`config.mk`:
```
export PLATFORM = sky130hd
export DESIGN_NAME = btt_ctrl
export DESIGN_NICKNAME = d
export VERILOG_FILES = /design/src/rtl/btt_pkg.sv /design/src/rtl/btt_ctrl.sv
export SDC_FILE = /design/constraint.sdc
export NUM_CORES = 1
export LEC_CHECK = 0
export ABC_CLOCK_PERIOD_IN_PS = 2800
export BUFFER_PORTS_ARGS = -buffer_cell sky130_fd_sc_hd__clkbuf_2
export CAP_MARGIN = 20
export CORE_AREA = 2 2 39 41
export CTS_BUF_LIST = sky130_fd_sc_hd__clkbuf_8
export CTS_CLUSTER_SIZE = 12
export DETAILED_ROUTE_END_ITERATION = 10
export DIE_AREA = 0 0 41 43
export MAX_ROUTING_LAYER = met4
export PLACE_DENSITY = 0.57
export SLEW_MARGIN = 30
export SYNTH_ARGS = -nofsm -noshare
export SYNTH_HDL_FRONTEND = slang
export SYNTH_SLANG_ARGS = --single-unit
export TNS_END_PERCENT = 20
```
`constraint.sdc`:
```
create_clock -name clk -period 2.8 [get_ports clk]
set_input_delay 0.56 -clock clk [delete_from_list [all_inputs] [get_ports clk]]
set_output_delay 0.56 -clock clk [all_outputs]
set_load 0.005 [all_outputs]
```
`src/rtl/btt_pkg.sv`:
```
// ---------------------------------------------------------------------------
// btt_pkg: shared definitions for the bounded tie table
// Field widths, operation and register codes, and the command and status
// records that pass between the controller and the datapath.
// ---------------------------------------------------------------------------
package btt_pkg;

  localparam int NODES_DEF = 256;
  localparam int SLOTS_DEF = 8;

  localparam int OP_W      = 3;
  localparam int NODE_W    = 8;
  localparam int KIND_W    = 3;
  localparam int AMT_W     = 32;
  localparam int SLOT_W    = 3;
  localparam int CNT_W     = 4;
  localparam int WGT_W     = 8;
  localparam int CFG_W     = 9;
  localparam int CFG_IDX_W = 2;

  localparam int IN_DATA_W  = 64;
  localparam int OUT_DATA_W = 32;

  localparam logic [OP_W-1:0] OP_ADD    = 3'd0;
  localparam logic [OP_W-1:0] OP_LINK   = 3'd1;
  localparam logic [OP_W-1:0] OP_ADJUST = 3'd2;
  localparam logic [OP_W-1:0] OP_READ   = 3'd3;
  localparam logic [OP_W-1:0] OP_CLEAR  = 3'd4;

  localparam logic [CFG_IDX_W-1:0] REG_NODES_IN_USE = 2'd0;
  localparam logic [CFG_IDX_W-1:0] REG_WEIGHT_MIN   = 2'd1;
  localparam logic [CFG_IDX_W-1:0] REG_WEIGHT_MAX   = 2'd2;

  localparam logic [CFG_W-1:0]        NODES_IN_USE_RST = 9'd256;
  localparam logic signed [WGT_W-1:0] WEIGHT_MIN_RST   = -8'sd128;
  localparam logic signed [WGT_W-1:0] WEIGHT_MAX_RST   = 8'sd127;

  // Commands from the controller to the datapath.
  typedef struct packed {
    logic load;
    logic fill_rd;
    logic fill_take;
    logic clear_all;
    logic scan_start;
    logic edge_rd_scan;
    logic edge_rd_slot;
    logic scan_step;
    logic upd;
    logic set_pass1;
    logic read_hit;
    logic out_load;
  } btt_cmd_t;

  // Status from the datapath to the controller.
  typedef struct packed {
    logic [OP_W-1:0] op;
    logic            pass1;
    logic            pass_ok;
    logic            pair_ok;
    logic            read_ok;
    logic            fill_zero;
    logic            hit;
    logic            scan_last;
    logic            out_free;
  } btt_stat_t;

endpackage

```
`src/rtl/btt_ctrl.sv`:
```
// ---------------------------------------------------------------------------
// btt_ctrl: sequencing state machine of the bounded tie table
// Steps each operation through row fetch, any scan and update, and result.
// ---------------------------------------------------------------------------
module btt_ctrl (
  input  logic                 clk,
  input  logic                 rst_n,
  input  logic                 in_tvalid,
  output logic                 in_tready,
  input  btt_pkg::btt_stat_t   stat,
  output btt_pkg::btt_cmd_t    cmd
);

  localparam logic [2:0] S_IDLE  = 3'd0;
  localparam logic [2:0] S_FILL  = 3'd1;
  localparam logic [2:0] S_FILLW = 3'd2;
  localparam logic [2:0] S_SCANA = 3'd3;
  localparam logic [2:0] S_SCANC = 3'd4;
  localparam logic [2:0] S_UPD   = 3'd5;
  localparam logic [2:0] S_FIN   = 3'd6;

  logic [2:0] state_r;
  logic [2:0] state_nxt;

  always_ff @(posedge clk) begin
    if (!rst_n) begin
      state_r <= S_IDLE;
    end else begin
      state_r <= state_nxt;
    end
  end

  assign in_tready = (state_r == S_IDLE);

  always_comb begin
    cmd       = '0;
    state_nxt = state_r;
    unique case (state_r)
      S_IDLE: begin
        if (in_tvalid) begin
          cmd.load  = 1'b1;
          state_nxt = S_FILL;
        end
      end
      S_FILL: begin
        cmd.fill_rd = 1'b1;
        state_nxt   = S_FILLW;
      end
      S_FILLW: begin
        cmd.fill_take = 1'b1;
        state_nxt     = S_FIN;
        unique case (stat.op) inside
          btt_pkg::OP_ADD, btt_pkg::OP_LINK: begin
            if (stat.pass_ok) begin
              cmd.scan_start = 1'b1;
              state_nxt      = stat.fill_zero ? S_UPD : S_SCANA;
            end else if (stat.op == btt_pkg::OP_LINK && !stat.pass1) begin
              cmd.set_pass1 = 1'b1;
              state_nxt     = S_FILL;
            end
          end
          btt_pkg::OP_ADJUST: begin
            if (stat.pair_ok && !stat.fill_zero) begin
              cmd.scan_start = 1'b1;
              state_nxt      = S_SCANA;
            end
          end
          btt_pkg::OP_READ: begin
            if (stat.read_ok) begin
              cmd.read_hit     = 1'b1;
              cmd.edge_rd_slot = 1'b1;
            end
          end
          btt_pkg::OP_CLEAR: begin
            cmd.clear_all = 1'b1;
          end
          default: begin
          end
        endcase
      end
      S_SCANA: begin
        cmd.edge_rd_scan = 1'b1;
        state_nxt        = S_SCANC;
      end
      S_SCANC: begin
        cmd.scan_step = 1'b1;
        state_nxt     = (stat.hit || stat.scan_last) ? S_UPD : S_SCANA;
      end
      S_UPD: begin
        cmd.upd = 1'b1;
        if (stat.op == btt_pkg::OP_LINK && !stat.pass1) begin
          cmd.set_pass1 = 1'b1;
          state_nxt     = S_FILL;
        end else begin
          state_nxt = S_FIN;
        end
      end
      S_FIN: begin
        if (stat.out_free) begin
          cmd.out_load = 1'b1;
          state_nxt    = S_IDLE;
        end
      end
      default: begin
        state_nxt = S_IDLE;
      end
    endcase
  end

  a_accept_starts: assert property (@(posedge clk) disable iff (!rst_n)
    (in_tvalid && in_tready) |=> (state_r == S_FILL))
    else $error("accepted transaction did not start a row fetch");

  a_scan_op: assert property (@(posedge clk) disable iff (!rst_n)
    (state_r == S_SCANA) |-> (stat.op == btt_pkg::OP_ADD || stat.op == btt_pkg::OP_LINK ||
                              stat.op == btt_pkg::OP_ADJUST))
    else $error("slot scan entered for an operation that does not search");

  a_reverse_once: assert property (@(posedge clk) disable iff (!rst_n)
    cmd.set_pass1 |-> (stat.op == btt_pkg::OP_LINK && !stat.pass1))
    else $error("reverse pass started outside the forward pass of a link");

endmodule

```
-- Yosys cells after proc, flatten, opt, wreduce, memory -nomap -nowiden
Index checks and enable logic that the tools add are counted.
Widths: inputs -> output; s select.
- output and inout bits: 13
- logic and storage cells: 51
- flip-flop bits (word level): 3
- eq/ne operators: 12
- reduce and logical (&&, ||, !) cells: 9
- mux-type cells: 29
- operator list (operator ; count):
    $mux 3 ; 8
    $pmux 3 s7 ; 1
    $mux 1 ; 17
    $eq 3x2->1 const B ; 4
    $eq 3x3->1 const B ; 4
    $eq 3x1->1 const B ; 2
    $logic_not 3->1 ; 2
    $pmux 3 s2 ; 1
    $ne 2x2->1 const B ; 2
    $pmux 1 s2 ; 2
    $logic_and 1x1->1 ; 2
    $logic_not 1->1 ; 2
    $reduce_and 2->1 ; 1
    $reduce_or 2->1 ; 1
    $logic_or 1x1->1 ; 1

-- Logic depth before layout (Yosys ltp)
Gate-level depths: netlist of run 1.
- depth in word-level cells: 6
- mapped depth: 7

-- Least setup slack after synthesis of run 1
OpenSTA, ideal clock, no wires.
- path kind: input -> output
- start point: input port stat[10] in the netlist's numbering
- end point: output port cmd[2] in the netlist's numbering
- data arrival time: 1.250 ns
- path slack: 0.990 ns
- cell stages on the path: 2
- buffers on the path: 0
- cell sequence: or4b_4 nor2_1
- RTL lines (what ; RTL line ; RTL):
    start, declared ; btt_ctrl.sv:10 ; input btt_pkg::btt_stat_t stat,
    end, declared ; btt_ctrl.sv:11 ; output btt_pkg::btt_cmd_t cmd

==> summary by stage, run 1 <==
STA
At the pin with the least slew margin, the transition time is 0.3663 ns. Setup slack closes at 0.5457 ns. The count of pins over their slew limit is 0. The number of endpoints with negative hold slack in the final report is 0. Clock skew on the completed layout was measured at 0.0001335 ns. Derived from the worst setup path, the maximum achievable clock frequency is ~440 MHz. The post-route setup TNS is 0 ns.

Setup repair after global routing left no endpoint under its margin. The headroom to the max-slew limit is between 70% and 80%. The smallest clock period supported by the final layout is computed as around 2.3 ns. Of the available clock period, the critical path in the final layout requires 80.51%. The number of failing setup endpoints in the final timing report is 0.

Layout
In the final layout, the registers with the most flip-flops are state_r (3). The post-route non-filler standard cell count is 91. The fraction of final layout cells sized beyond drive strength 1 is 45.33%. Compared with the post-synthesis result, the final layout area differs by 51.84%. Leaving out fill and tap cells, the most frequent cells in the layout are sky130_fd_sc_hd__clkbuf_2, sky130_fd_sc_hd__nor2_1.

The flip-flop count of the largest register after layout is 3. The finished cells cover 516.7 um^2. The most common library cell in the layout ignoring fill and taps is sky130_fd_sc_hd__clkbuf_2. The final layout net count is 90.

0 antenna diodes ended up in the layout. The register bank with the most flops is state_r.

Route
The detailed-routing iteration count for the pre-antenna-repair pass is 3. In this run the remaining antenna-violating nets after routing total 0. In the routed design, unresolved DRC markers number 0. The routed wire length per instance is 10.64 um. The via count is ~460.

The total wire length is 968 um. The DRC violation total after the first TritonRoute iteration is 5. The detail-routed via count per cell is 5.044.

Clocking
In this run the deepest clock path goes through 2 buffers. The tree is rooted in a sky130_fd_sc_hd__clkbuf_8. The post-CTS setup buffer count is 0. The clock latency reported for the late side of the worst-skew pair is 0.21 ns.

After clock tree synthesis, the clock-pin slew on the worst setup and hold paths is around 0.03 ns. The tree built by TritonCTS fans out to 3 sinks. The number of buffers added by the clock tree synthesis step is 3. Hold repair after CTS inserted 0 buffers. CTS built an H-tree with a depth of 1.

Once the clock tree was built, the resizer swapped 0 gates to a different size. TritonCTS built the clock tree.

Worst setup path
STA classifies the critical path endpoint as an output port. The kind of start point of the critical path is a flip-flop. The critical-path maximum fanout is 9.

The kind of critical path is flip-flop to output port. The signal on the critical path passes through inv_2 -> or3_1 -> nor4b_1 -> clkbuf_2. The arrival time of the worst setup path is 1.69 ns. Together, buffers and inverters on the worst path number 2. For the worst setup path, the data required time is 2.24 ns.

The maximum single-stage delay on the critical path is 0.49 ns. The cell with the largest stage delay on the worst path is sky130_fd_sc_hd__dfxtp_1. The cell family contributing the most delay on the critical path is simple AND/OR/NAND/NOR gates.

Placement
The number of buffers added on ports is 26. The final weighted congestion in routability-driven placement is between 0.7 and 0.8. The number of placed instances, taps included, is 87.

After detailed placement, the total cell area comes to approximately 470 um^2. The pre-CTS setup slack is between 0.7 and 0.8 ns. Detailed placement finished with a half-perimeter wire length of 757.6 um.

Job
The number of max-cap violations is 0.

Floorplanning
Measured along the x axis, the die boundary spans slightly above 40 um. The die outline height is 43 um. The floorplan die area is between 1500 and 2000 um^2. The floorplan has 14 rows. The region available for standard cell placement spans between 1000 and 1500 um^2. The initial utilization of the core area, before any placement, comes to 24.59%. The count of pins on the block boundary is 27.

Min path
The type of the worst min-delay path is flip-flop to flip-flop.

Power
Registers are responsible for between 20 and 30% of the overall power. IR analysis of the VDD net gives a maximum drop of 0.0002867 V. Internal power comes to 0.2528 mW. The proportion of power drawn by combinational gates is 46.8%. The reported net switching power is 0.1820 mW. The sum of internal, switching and leakage power is 0.4348 mW.

The reported leakage power is 0.2480 nW. The power density over the cells is ~840 nW/um^2. Net switching is 41.85% of the power. The relative contribution of the clock network to total power is about 28%.

Run status
The flow ran to the end, and the final reports show no timing, DRC or antenna violations.

Synthesis
The share of synthesized registers carrying an async set or reset is 0%. The total of flip-flops plus latches after synthesis is 3. The synthesized netlist devotes 28.68% of its cell area to compound gates. The sequential element share of the synthesized area is 17.65%. After Yosys synthesis, XOR and XNOR cells account for 0% of the synthesized area. The multiplexer share of the synthesized area is 0%.

For this run, the leading register cell type out of synthesis is sky130_fd_sc_hd__dfxtp_1. The count of different cell masters after synthesis is 26. The largest family of logic cells by synthesized area is simple AND/OR/NAND/NOR gates. The mean instance size in the synthesized netlist is 7.090 um^2. The number of synthesized flops with an enable pin is 0. Synthesis produced a netlist with a net count of 62. The cell count after synthesis is 48. The adder-cell share of the synthesized area is 0%. After Yosys synthesis, and, or, nand and nor cells account for 43.75% of the synthesized area. The cell area after synthesis is 340.3 um^2.

The yosys synthesis warning count is 0.

Global routing
Entering global routing, the biggest net connects 14 pins. The number of global-route vias before repair is 366. The first global-routing pass estimated 1.435 mm of wire.

The total track usage is 11.91%. The initial antenna violation count came to 0. Summed over all layers, the global routing overflow is 0.
[power by group through the flow]
stage | Sequential [mW] | Combinational, mW | Clock [mW]
after floorplan | 0.0771 | 0.161 | 0
after global placement | 0.110 | 0.204 | 0
after detailed placement | 0.110 | 0.203 | 0
after CTS | 0.109 | 0.204 | 0.125
after global routing | 0.115 | 0.233 | 0.127
final | 0.110 | 0.204 | 0.121
[logic make-up after synthesis]
logic type | after synthesis
flops | 3
simple gates | 23
compound gates | 15
buf+inv | 7
[metrics by stage]
step	hold slack (ns)	util [%]
floorplan	0.5346	-
global placement	0.5813	34.09
detailed placement	0.5746	34.09
CTS	0.5875	37.34
global route	0.6099	37.34
finish	0.5826	37.34
[synthesized netlist by cell type (2+ instances only)]
cell type | n | area [um^2]
sky130_fd_sc_hd__a211oi_1 | 2 | 15.01
sky130_fd_sc_hd__a21oi_1 | 2 | 10.01
sky130_fd_sc_hd__a31oi_1 | 3 | 18.77
sky130_fd_sc_hd__and3_1 | 3 | 18.77
sky130_fd_sc_hd__buf_4 | 2 | 15.01
sky130_fd_sc_hd__dfxtp_1 | 3 | 60.06
sky130_fd_sc_hd__inv_2 | 3 | 11.26
sky130_fd_sc_hd__nand2b_1 | 3 | 18.77
sky130_fd_sc_hd__nor2_1 | 4 | 15.01
sky130_fd_sc_hd__nor3_1 | 3 | 15.01
sky130_fd_sc_hd__nor4b_1 | 2 | 17.52
sky130_fd_sc_hd__o21ai_0 | 3 | 15.01
sky130_fd_sc_hd__or4_1 | 2 | 15.01
[final cells by class]
class | count | area (um^2)
Clock buffer | 3 | 41.29
Clock inverter | 1 | 3.754
Fill cell | 150 | 867.1
Inverter | 4 | 15.01
Multi-Input combinational cell | 38 | 246.5
Sequential cell | 3 | 60.06
Tap cell | 16 | 20.02
Timing Repair Buffer | 26 | 130.1
[worst paths after layout]
| path | from | end | slack, ns | cells past startpoint |
|---|---|---|---|---|
| setup / recovery | state_r[1] | cmd[8] | 0.55 | 4 |
| hold / removal | state_r[1] | state_r[0] | 0.58 | 1 |
| setup reg to reg | state_r[1] | state_r[1] | 1.18 | 6 |
| hold reg to reg | state_r[1] | state_r[0] | 0.58 | 1 |
[layer usage]
layer	global-route usage, %	wire length (um)	vias to the layer above
met4	8.000	0	0
met2	16.56	425	20
met1	16.29	477	196
li1	-	-	243
met3	0	65	0
met5	-	0	-
No activity file was read; power rests on OpenSTA's default activity.
==> run 2, diff against run 1 <==
ABC_AREA = 1   (was unset)
ABC_CLOCK_PERIOD_IN_PS = 2290   (was 2800)
PLACE_DENSITY = 0.61   (was 0.57)
clock period = 2.29 ns   (was 2.8 ns; I/O delays follow)
==> run 2 against run 1 <==
Net effect:
- global-route usage increased by 2.1 points
- cell area up 11%
- power grew 18%
- critical path type unchanged
- largest cell class unchanged
- critical path depth up 1
- hold slack lost 0.10 ns
- core utilization increased by 4.0 points
- synthesized cell count is 54% higher
==> summary by stage, run 2 <==
Min path
The type of the worst min-delay path is primary input to flip-flop. In this run the most critical hold path is launched from rst_n. The depth of the worst hold-timing path is 3 (+2). The terminating pin of the worst hold path is state_r[1].

Clocking
The maximum root-to-sink buffer count came to 2 (unchanged). The post-CTS setup buffer count is 0 (unchanged). The clock latency reported for the late side of the worst-skew pair is 0.21 ns (about the same). The total of cells resized after clock tree synthesis is 0 (unchanged). The number of clock sinks is 3 (unchanged).

The number of buffers added by the clock tree synthesis step is 3 (unchanged). The tree is rooted in a sky130_fd_sc_hd__clkbuf_8. The count of hold-fix buffers inserted at cts is 0 (unchanged).

The CTS clock-pin slew for the worst setup and hold paths was 0.03 ns (about the same). TritonCTS built the clock tree. The level count of the clock H-tree is 1 (unchanged).

Placement
The estimated wirelength of the detail-placed design is 873.6 um (+15%). The number of buffers added on ports is 26 (unchanged). The final weighted congestion in routability-driven placement came to 0.8256 (+9.3%). The pre-CTS setup slack is 0.5411 ns (-0.1945 ns).

Synthesis
The share of synthesized registers carrying an async set or reset is 0% (unchanged). By area the synthesized netlist is led by sky130_fd_sc_hd__nand2_1, sky130_fd_sc_hd__dfxtp_1, sky130_fd_sc_hd__nor2_1, sky130_fd_sc_hd__inv_1, sky130_fd_sc_hd__nand3_1. The fraction of post-synthesis cell area in the top cell type by area came to 21.50% (+3.9 points).

The yosys synthesis warning count came to 0 (unchanged). The cell with the most instances after synthesis is sky130_fd_sc_hd__nand2_1. The cell area after synthesis is 384.1 um^2 (+13%).

The commonest cells after synthesis are sky130_fd_sc_hd__nand2_1, sky130_fd_sc_hd__nor2_1, sky130_fd_sc_hd__inv_1. The synthesized design spends more area on one cell type than any other, namely sky130_fd_sc_hd__nand2_1. The count of different cell masters after synthesis is 16 (-38%).

The total nets after synthesis was 88 (+42%). Among all flip-flop cells after synthesis, the most frequent one is sky130_fd_sc_hd__dfxtp_1. The mean instance size in the synthesized netlist is 5.191 um^2 (-27%). The total of flip-flops plus latches after synthesis is 3 (unchanged).

The sequential element share of the synthesized area is 15.64% (-2.0 points). The number of synthesized flops with an enable pin is 0 (unchanged). The cell count after synthesis is 74 (+54%).

Route
The number of antenna-violating nets in the routed design was 0 (unchanged). The detail-routed via count per cell is 4.462 (-12%). The total wire length is 1.018 mm (+5.2%). The detailed-routing iteration count for the pre-antenna-repair pass came to 4 (+1). The via count is 531 (+16%). The number of remaining DRC errors is 0 (unchanged). The routed wire length per instance came to 8.555 um (-20%). The DRC violation total after the first TritonRoute iteration is 7 (+2).

Worst setup path
STA classifies the critical path startpoint as a flip-flop. The register-to-register setup slack was 1.08 ns (-0.10 ns). The kind of critical path is flip-flop to output port.

The maximum single-stage delay on the critical path is 0.38 ns (-0.11 ns). The critical-path maximum fanout is 5 (-4). Traced cell by cell, the critical path runs through inv_1 -> nor3_2 -> inv_2 -> o32ai_1 -> clkbuf_2.

The arrival time of the worst setup path is 1.34 ns (-0.35 ns). The cell with the largest stage delay on the worst path is sky130_fd_sc_hd__dfxtp_1. The sort of element at the end of the critical path is an output port. The required arrival time at the worst endpoint is 1.83 ns (-0.41 ns).

The worst register-to-register path begins at state_r[2]. The path depth of the worst reg2reg path is 7 (+1). The endpoint identified for the worst register-to-register timing path is state_r[2].

Global routing
The initial antenna violation count is 0 (unchanged). The global route total overflow is 0 (unchanged). The number of global-route vias before repair is 470 (+28%).

The first-pass GRT wire length is 1.683 mm (+17%). The total track usage is 13.96% (+2.1 points). The pin count of the biggest net entering global routing is 8 (-6).

Layout
The multi-input combinational cell area is 264.0 um^2 (+7.1%). The number of fill cells in the layout came to 161 (+7.3%). The total inserted antenna cells is 0 (unchanged).

The area growth from synthesis to final layout is 48.86%. The flip-flop count of the largest register after layout is 3 (unchanged). The fraction of final layout cells sized beyond drive strength 1 came to 35.92% (-9.4 points).

The register bank with the most flops is state_r. The largest registers in the layout are state_r (3). The final layout net count is 118 (+31%). In the layout the commonest cells are sky130_fd_sc_hd__clkbuf_2, sky130_fd_sc_hd__nand2_1, sky130_fd_sc_hd__nor2_1. The sequential cell area in the final layout is 60.06 um^2 (unchanged).

The end-of-flow core utilization is 41.32% (+4.0 points). The most common library cell in the layout ignoring fill and taps is sky130_fd_sc_hd__clkbuf_2.

Power
The fraction of power spent switching nets is 43.77% (+1.9 points). The reported net switching power is 0.2239 mW (+23%). The relative contribution of the clock network to total power is 28.8% (+0.9 points). The sum of internal, switching and leakage power came to 0.5116 mW (+18%). The cell-internal power is 0.2877 mW (+14%). The reported leakage power is 0.3536 nW (+43%). The maximum vdd ir drop is 0.0004009 V (+40%).

The power density over the cells was 894.8 nW/um^2 (+6.4%). The proportion of power drawn by combinational gates was 50.3% (+3.5 points). The part of the total power dissipated in sequential elements is 20.9% (-4.3 points).

STA
The slew of the pin with the lowest slew margin is 0.3263 ns (-0.04005 ns). The achievable clock frequency is 555.8 MHz. The worst clock skew on the final layout came to 0.0004701 ns (+0.0003366 ns). The post-layout worst setup margin is 0.4908 ns (-0.05495 ns). The count of pins over their slew limit is 0 (unchanged). The post-route setup TNS was 0 ns (unchanged). For the finished layout, the period the worst path requires is 1.799 ns. The headroom to the max-slew limit is 78.13% (+2.6 points).

The number of failing setup endpoints in the final timing report is 0 (unchanged). The number of endpoints with negative hold slack in the final report is 0 (unchanged). The final critical path takes up 78.57% of the cycle. Setup repair after global routing left no endpoint under its margin.

Floorplanning
The die outline height came to 43 um (unchanged). The count of pins on the block boundary is 27 (unchanged). The floorplan die area is 1763 um^2 (unchanged). The placeable core region is 1384 um^2 (unchanged). The horizontal extent of the die is 41 um (unchanged).

The number of rows in the core area is 14 (unchanged). The starting density of the core came to 27.76% (+3.2 points).

Job
The number of max-cap violations is 0 (unchanged).

Run status
The flow ran to the end, and the final reports show no timing, DRC or antenna violations.
-- run 2: cell count changes after synthesis, moves of 3 or more --
cell | before | now
sky130_fd_sc_hd__nand3_1 | 0 | 8
sky130_fd_sc_hd__nand2_1 | 0 | 22
sky130_fd_sc_hd__nand2b_1 | 3 | 0
sky130_fd_sc_hd__and3_1 | 3 | 0
sky130_fd_sc_hd__nor2_1 | 4 | 13
sky130_fd_sc_hd__o21ai_0 | 3 | 0
sky130_fd_sc_hd__inv_1 | 1 | 11
-- run 2: cell type report --
type	instances	area share, %
well taps	16	3.501
multi-input cells	56	46.17
flip-flops and latches	3	10.50
clock inverters	1	0.6565
repair buffers	26	22.76
clock buffers	3	7.221
inverters	14	9.190
-- run 2: metal layers --
metal	share of wire [%]	wire (um)	vias up	track usage, %
met5	0	0	-	-
met3	3.6	37	0	3.141
li1	-	-	291	-
met1	45	458	230	17.57
met2	51	522	10	19.69
met4	0	0	0	8.000
-- run 2: power by group through the flow --
stage | logic [mW] | registers (mW) | clock network, mW
6_report | 0.257 | 0.107 | 0.147
2_1_floorplan | 0.172 | 0.0998 | 0
3_5_place_dp | 0.259 | 0.106 | 0
4_1_cts | 0.261 | 0.106 | 0.153
3_3_place_gp | 0.258 | 0.106 | 0
5_1_grt | 0.298 | 0.108 | 0.158
-- run 2: worst max-delay path by stage --
stage / slack (ns) / endpoint / startpoint / cells after the start
6_report: 0.49 / cmd[2] / state_r[1] / 5
5_1_grt: 0.38 / cmd[2] / state_r[1] / 5
4_1_cts: 0.48 / cmd[8] / state_r[1] / 5
3_5_place_dp: 0.54 / cmd[2] / stat[10] / 5
3_3_place_gp: 0.55 / cmd[2] / stat[10] / 5
2_1_floorplan: 0.79 / cmd[5] / state_r[1] / 5
-- run 2: logic make-up (layout without fill, tap and decap cells) --
group                  count (synthesis)  in the layout  synth area share (%)
AOI/OAI and AO/OA                      4              4                 6.516
buffers and inverters                 15             44                 15.64
DFF                                    3              3                 15.64
and+or+nand+nor                       52             52                 62.22
-- run 2: metrics by stage --
stage | std cells | hold WS [ns] | instance area (um^2)
floorplan | 74 | 0.5556 | 384.1
global placement | 115 | 0.6390 | 526.8
finish | 119 | 0.4778 | 571.8
detailed placement | 115 | 0.6463 | 526.8
CTS | 119 | 0.4781 | 571.8
global route | 119 | 0.4960 | 571.8
-- run 2: worst max-delay path, delay by kind of cell, from the launching register on --
| kind | cells | cell delay (ns) |
|---|---|---|
| flops | 1 | 0.38 |
| simple gates | 1 | 0.26 |
| buf+inv | 3 | 0.34 |
| compound gates | 1 | 0.13 |
